==> src/rtl/urdp_pkg.sv <==
package urdp_pkg;

  localparam int POOL_DEPTH = 1024;
  localparam int IDX_W      = $clog2(POOL_DEPTH);
  localparam int CNT_W      = IDX_W + 1;

  localparam int WORD_W     = 64;
  localparam int BIT_CNT_W  = $clog2(WORD_W);

  localparam int LOW_W      = 32;
  localparam int SPAN_W     = 10;
  localparam int LIMIT_W    = 11;
  localparam int VAL_W      = 33;
  localparam int STATUS_W   = 2;

  localparam int CFG_IDX_W  = 2;
  localparam int CFG_DATA_W = 32;

  // wide enough for size, count and limit compares
  localparam int CALC_W = (CNT_W > LIMIT_W) ? CNT_W : LIMIT_W;

  localparam logic [STATUS_W-1:0] STAT_DRAWN     = 2'd0;
  localparam logic [STATUS_W-1:0] STAT_EXHAUSTED = 2'd1;
  localparam logic [STATUS_W-1:0] STAT_RESTART   = 2'd2;

  localparam logic [CFG_IDX_W-1:0] CFG_LOW_VALUE  = 2'd0;
  localparam logic [CFG_IDX_W-1:0] CFG_POOL_SPAN  = 2'd1;
  localparam logic [CFG_IDX_W-1:0] CFG_DRAW_LIMIT = 2'd2;

  localparam logic REQ_RESTART = 1'b0;

endpackage

==> src/rtl/urdp_mod.sv <==
// Restoring remainder, one dividend bit per cycle, MSB first.
module urdp_mod (
  input  logic                        clk,
  input  logic                        rst_n,
  input  logic                        start,
  input  logic [urdp_pkg::WORD_W-1:0] dividend,
  input  logic [urdp_pkg::CNT_W-1:0]  divisor,
  output logic                        done,
  output logic [urdp_pkg::IDX_W-1:0]  remainder
);

  logic [urdp_pkg::WORD_W-1:0]    word_r;
  logic [urdp_pkg::CNT_W-1:0]     div_r;
  logic [urdp_pkg::CNT_W-1:0]     rem_r;
  logic [urdp_pkg::CNT_W-1:0]     rem_nxt;
  logic [urdp_pkg::CNT_W:0]       trial;
  logic [urdp_pkg::BIT_CNT_W-1:0] bit_r;
  logic                           busy_r;
  logic                           done_r;

  always_comb begin
    trial = {rem_r, word_r[urdp_pkg::WORD_W-1]};
    if (trial >= {1'b0, div_r}) begin
      rem_nxt = urdp_pkg::CNT_W'(trial - {1'b0, div_r});
    end else begin
      rem_nxt = trial[urdp_pkg::CNT_W-1:0];
    end
  end

  always_ff @(posedge clk) begin
    if (!rst_n) begin
      busy_r <= 1'b0;
      done_r <= 1'b0;
      bit_r  <= '0;
    end else begin
      done_r <= 1'b0;
      if (start) begin
        busy_r <= 1'b1;
        bit_r  <= '0;
        word_r <= dividend;
        div_r  <= divisor;
        rem_r  <= '0;
      end else if (busy_r) begin
        rem_r  <= rem_nxt;
        word_r <= {word_r[urdp_pkg::WORD_W-2:0], 1'b0};
        bit_r  <= bit_r + 1'b1;
        if (bit_r == urdp_pkg::BIT_CNT_W'(urdp_pkg::WORD_W - 1)) begin
          busy_r <= 1'b0;
          done_r <= 1'b1;
        end
      end
    end
  end

  assign done      = done_r;
  assign remainder = rem_r[urdp_pkg::IDX_W-1:0];

endmodule

==> config.mk <==
export PLATFORM = sky130hd
export DESIGN_NAME = urdp_mod
export DESIGN_NICKNAME = d
export VERILOG_FILES = /design/src/rtl/urdp_pkg.sv /design/src/rtl/urdp_mod.sv
export SDC_FILE = /design/constraint.sdc
export NUM_CORES = 1
export LEC_CHECK = 0
export BUFFER_PORTS_ARGS = -buffer_cell sky130_fd_sc_hd__buf_2
export CORE_MARGIN = 8
export CORE_UTILIZATION = 39
export CTS_BUF_LIST = sky130_fd_sc_hd__clkbuf_16
export DETAILED_ROUTE_END_ITERATION = 10
export GPL_ROUTABILITY_DRIVEN = 0
export PLACE_DENSITY_LB_ADDON = 0.12
export SLEW_MARGIN = 20
export SYNTH_ARGS = -nofsm -noshare
export SYNTH_HDL_FRONTEND = slang
export SYNTH_SLANG_ARGS = --single-unit
export TNS_END_PERCENT = 30
==> constraint.sdc <==
create_clock -name clk -period 3 [get_ports clk]
set_input_delay 0.45 -clock clk [delete_from_list [all_inputs] [get_ports clk]]
set_output_delay 0.45 -clock clk [all_outputs]
set_load 0.02 [all_outputs]
# After elaboration in Yosys (flattened, before gate mapping)
# Cells that the tools add are included.
# totals
ff_bits,94
input_bits,78
output_inout_bits,11
wordCells,25
# classes
n_addsub,2
order_cmp,1
n_eq_ne,1
mux,8
n_bitwise,2
n_reduce_logical,5
# op_table
operator,n
64-bit 2-to-1 mux,2
11-bit 2-to-1 mux,2
12-bit by 11-bit greater-or-equal comparator with 1-bit output,1
11-bit subtractor,1
6-bit by 1-bit adder with 6-bit output (second input constant),1
6-bit == test (second input constant),1
1-bit 2-to-1 mux,4
2-bit AND reduction,2
3-bit OR reduction,1
1-bit inverter,2
2-bit nonzero test,1
2-bit OR reduction,1

# Logic depth before layout (Yosys ltp)
# depth
word_depth,4
depth_mapped,10
mapped_depth_nobuf,9

# Worst setup path after synthesis
# OpenSTA, ideal clock, no wires.
# synth_path
path_type,input to register
startpoint,input port start
endpoint,register rem_r[0] (netlist name) (enable)
setup_ns,0.440
t_arrival_ns,2.663
required_time_ns,2.560
path_slack_ns,-0.102
stages,3
n_path_buf,2
path_cell_list,clkbuf_1 -> clkbuf_1 -> o21a_1
# synth_between
elab_chain_cells,2
# synth_lines
element,line_no,text
"start, declared",urdp_mod.sv:5,"input logic start,"
2-bit nonzero test (no line),n/a,
2-bit AND reduction (no line),n/a,
"end signal, assigned",urdp_mod.sv:44,rem_r <= rem_nxt;
"end, declared",urdp_mod.sv:14,logic [urdp_pkg::CNT_W-1:0] rem_r;
# No other way between the ends.
# A chain may end at the register's enable or synchronous reset.

# Final worst setup path
# layout_path
startpoint,register word_r[63] (netlist name)
endpoint,register rem_r[10] (netlist name) (data pin)
# layout_between
elab_chain_cells,3
elab_cells_between_ends,4
classes_between,1 x add/sub; 1 x order compare; 2 x mux
# layout_lines
element,line_no,text
"start, declared",urdp_mod.sv:12,logic [urdp_pkg::WORD_W-1:0] word_r;
"start signal, assigned",urdp_mod.sv:40,word_r <= dividend;
"start signal, assigned",urdp_mod.sv:45,"word_r <= {word_r[urdp_pkg::WORD_W-2:0], 1'b0};"
11-bit subtractor or 12-bit by 11-bit greater-or-equal comparator with 1-bit output (tied branches),"urdp_mod.sv:24, urdp_mod.sv:23",
11-bit 2-to-1 mux (*),urdp_mod.sv:23,"if (trial >= {1'b0, div_r}) begin"
11-bit 2-to-1 mux (*),urdp_mod.sv:43,end else if (busy_r) begin
# Every way passes the cells marked *; elsewhere a longest branch is shown, timed or not. The select of a mux whose other input is x is not followed.

==> metrics.md <==
| Metric | Value |
|---|---|
| Status | completed |
| Reg clk slew, reported paths | 0.06 ns |
| Area grow syn2layout | 18.5% |
| Hold_buf cts | 0 |
| Largest stage delay, worst path | 0.40 ns |
| H-tree levels | 3 |
| Clock buffer count from CTS | 9 |
| Ant diodes | 0 |
| TritonCTS clock tree | done |
| Power Density | 599 mW/mm^2 |
| #FFs+latches synth | 94 |
| Mean Syn Cell Area | 14.5 um^2 |
| Post-DR vias/cell | a little under 5 |
| R2r endpoint | rem_r[10] |
| PortBufs | 88 |
| Critical path startpoint category | register |
| Number of enable flip-flop cells after synthesis | 86 |
| Slew margin rel. | 0.594 |
| Initial antenna violation count | 0 |
| GRT Total Usage | 0.119 |
| CP delay by family, top | compound AO/OA/AOI/OAI gates |
| Mapped Cells | 313 |
| DRC Markers | 0 |
| Critical Path AT | 2.61 ns |
| Achievable clock frequency | 412 MHz |
| Max stage delay cell, worst path | fa_1 |
| VDD IR max | 0.000359 V |
| CP required | 3.18 ns |
| Synth unique cells | 50 |
| Hold Slack | 0.280 ns |
| Share of cells above drive strength 1 | 0.461 |
| Critical-path cell list | inv_1, ha_1, fa_1, nand2b_2, a21oi_1, o41ai_2, o32ai_1, o22ai_1, a31oi_1 |
| Crit Path Class | register to register |
| Via count | 2685 |
| FP Rows | 39 |
| Worst Tran Pin Value | 0.609 ns |
| Critical-path maximum fanout | 4 |
| Resized Gates After CTS | 0 |
| Syn nets | a little over 400 |
| Post-CTS setup buffer count | 0 |
| Synth warn | 0 |
| Fillers | 1029 |
| Grt ovf | 0 |
| Setup TNS | 0 ns |
| Synth async-reset ratio | 0 |
| TritonRoute pass-1 iters | 4 |
| CTS Buffer Depth | 2 |
| Post-Route WL | 8720 um |
| Critical R2R Launch | word_r[63] |
| Final setup viols | 0 |
| Routed Antenna Nets | 0 |
| Largest net degree at the start of global routing | 72 |
| Crit path buf inv count | 1 |
| Final net count | 485 |
| Critical path launch point | word_r[63] |
| Final hold vios | 0 |
| IO Count | roughly 90 |
| Worst Hold Class | input pin to register |
| Die W | between 100 and 150 um |
| Worst hold start | divisor[8] |
| Hold endpoint | div_r[8] |
| Die H | 124 um |
| Max-cap violations | 0 |
| Die area | 0.0153 mm^2 |
| Clock Latency Late Sink | approximately 0.34 ns |
| Register area share after synthesis | 0.606 |
| DR WL/cell | between 15 and 20 um |
| CP Capture Type | register |
| Cell area after synthesis | 0.00453 mm^2 |
| CORE AREA | 0.0114 mm^2 |
| Most used DFF post-synth | edfxtp_1 |
| DP HPWL | 6000 um |
| Hold Path Depth | 1 |
| Vias in the first global route | 2777 |
| Clock Sinks | between 90 and 100 |
| Lkg Pwr | a little over 2 nW |
| Starting density of the core | 0.398 |
| Iter 0 DRT Violations | 168 |
| CTS Root Buffer Type | clkbuf_16 |
| RSZ-0062 raised after global routing | false |
| Period utilization | 0.809 |
| First-pass GRT wire length | 14000 um |
| R2r worst-path depth | 9 |
| Clock skew | 0.00478 ns |
| Final Slew Violations | 0 |
| Fin crit period | 2.43 ns |
| R2r setup slk | about 0.57 ns |
==> logic make-up (layout without fill, tap and decap cells) <==
kind of cell    after synthesis  after routing  share of synthesized area
flops                        94             94                      0.606
fa+ha+maj                    13             13                     0.0376
mux                          69             69                      0.170
buf+inv                      38            124                     0.0431
compound gates               37             37                     0.0661
xor+xnor                     10             10                     0.0193
simple gates                 52             52                     0.0580
==> registers in the layout (all words and copies together) (netlist names) <==
| name | cells |
|---|---|
| done | 1 |
| busy_r | 1 |
| rem_r | 11 |
| word_r | 64 |
| div_r | 11 |
| bit_r | 6 |
==> cell type report <==
class                   instances  area [um^2]  area share
multi-input cells             181         1600       0.298
flip-flops and latches         94         2740       0.511
clock buffers                   9          225      0.0420
well taps                     143          179      0.0334
clock inverters                 7         65.1      0.0121
inverters                      16         60.1      0.0112
repair buffers                 92          495      0.0924
==> stage by stage <==
| stage | instance area [um^2] | utilization | instances | setup slack [ns] | power [mW] |
|---|---|---|---|---|---|
| after floorplan | 4530 | - | 313 | 0.646 | 2.00 |
| after global placement | 5070 | 0.446 | 526 | 0.654 | 2.12 |
| after detailed placement | 5070 | 0.446 | 526 | 0.611 | 2.13 |
| after CTS | 5360 | 0.472 | 542 | 0.569 | 3.27 |
| after global routing | 5360 | 0.472 | 542 | 0.374 | 3.37 |
| final | 5360 | 0.472 | 542 | 0.573 | 3.21 |
==> cell usage after synthesis (all sizes together) (3+ instances only) <==
| cell type | count | area [um^2] |
|---|---|---|
| a211oi | 4 | 50.1 |
| a21oi | 8 | 47.6 |
| a31o | 3 | 26.3 |
| a31oi | 5 | 46.3 |
| buf | 17 | 116 |
| clkbuf | 5 | 18.8 |
| dfxtp | 8 | 160 |
| edfxtp | 86 | 2580 |
| ha | 12 | 150 |
| inv | 16 | 60.1 |
| mux2 | 63 | 709 |
| mux2i | 6 | 60.1 |
| nand2 | 10 | 37.5 |
| nand4 | 3 | 18.8 |
| nor2 | 23 | 93.8 |
| o21a | 3 | 22.5 |
| o21ai | 6 | 33.8 |
| xnor2 | 4 | 35.0 |
| xor2 | 6 | 52.6 |
==> worst max path at each step <==
stage,end,slack [ns],cells past startpoint
after floorplan,rem_r[7],0.65,10
final,rem_r[10],0.57,9
after detailed placement,rem_r[5],0.61,10
after global placement,rem_r[5],0.65,10
after CTS,rem_r[10],0.57,9
after global routing,rem_r[10],0.37,9
==> worst reg2reg max path: cells and delay by family (launching register included) <==
kind / cells / cell delay, ns
buffers and inverters: 1 / 0.05
adders and majority gates: 2 / 0.62
DFF: 1 / 0.35
and+or+nand+nor: 1 / 0.21
AOI/OAI and AO/OA: 5 / 1.03
==> power by group <==
group | switching, mW | internal, mW
Clock | 0.480 | 0.640
Sequential | 0.0352 | 1.54
Combinational | 0.268 | 0.247
==> routing by layer <==
layer	wire length, um	track usage
met2	4240	0.187
met5	0	0
met1	3680	0.138
met4	116	0.0429
met3	691	0.0589
==> cells in the final DEF (no fill, tap or decap), drive strengths merged, types with 2 or more instances in the layout <==
cell type,count
a31o,3
nand2,10
dfxtp,8
clkbuf,9
a31oi,5
nor3b,2
edfxtp,86
and2,2
nor2,23
clkinvlp,2
mux2i,6
nand2b,2
inv,19
nand4,3
xnor2,4
ha,12
nor4,2
a21o,2
o21a,3
xor2,6
a211oi,4
a21oi,8
o21ai,6
buf,92
mux2,63
Power figures use the tool's default switching activity.
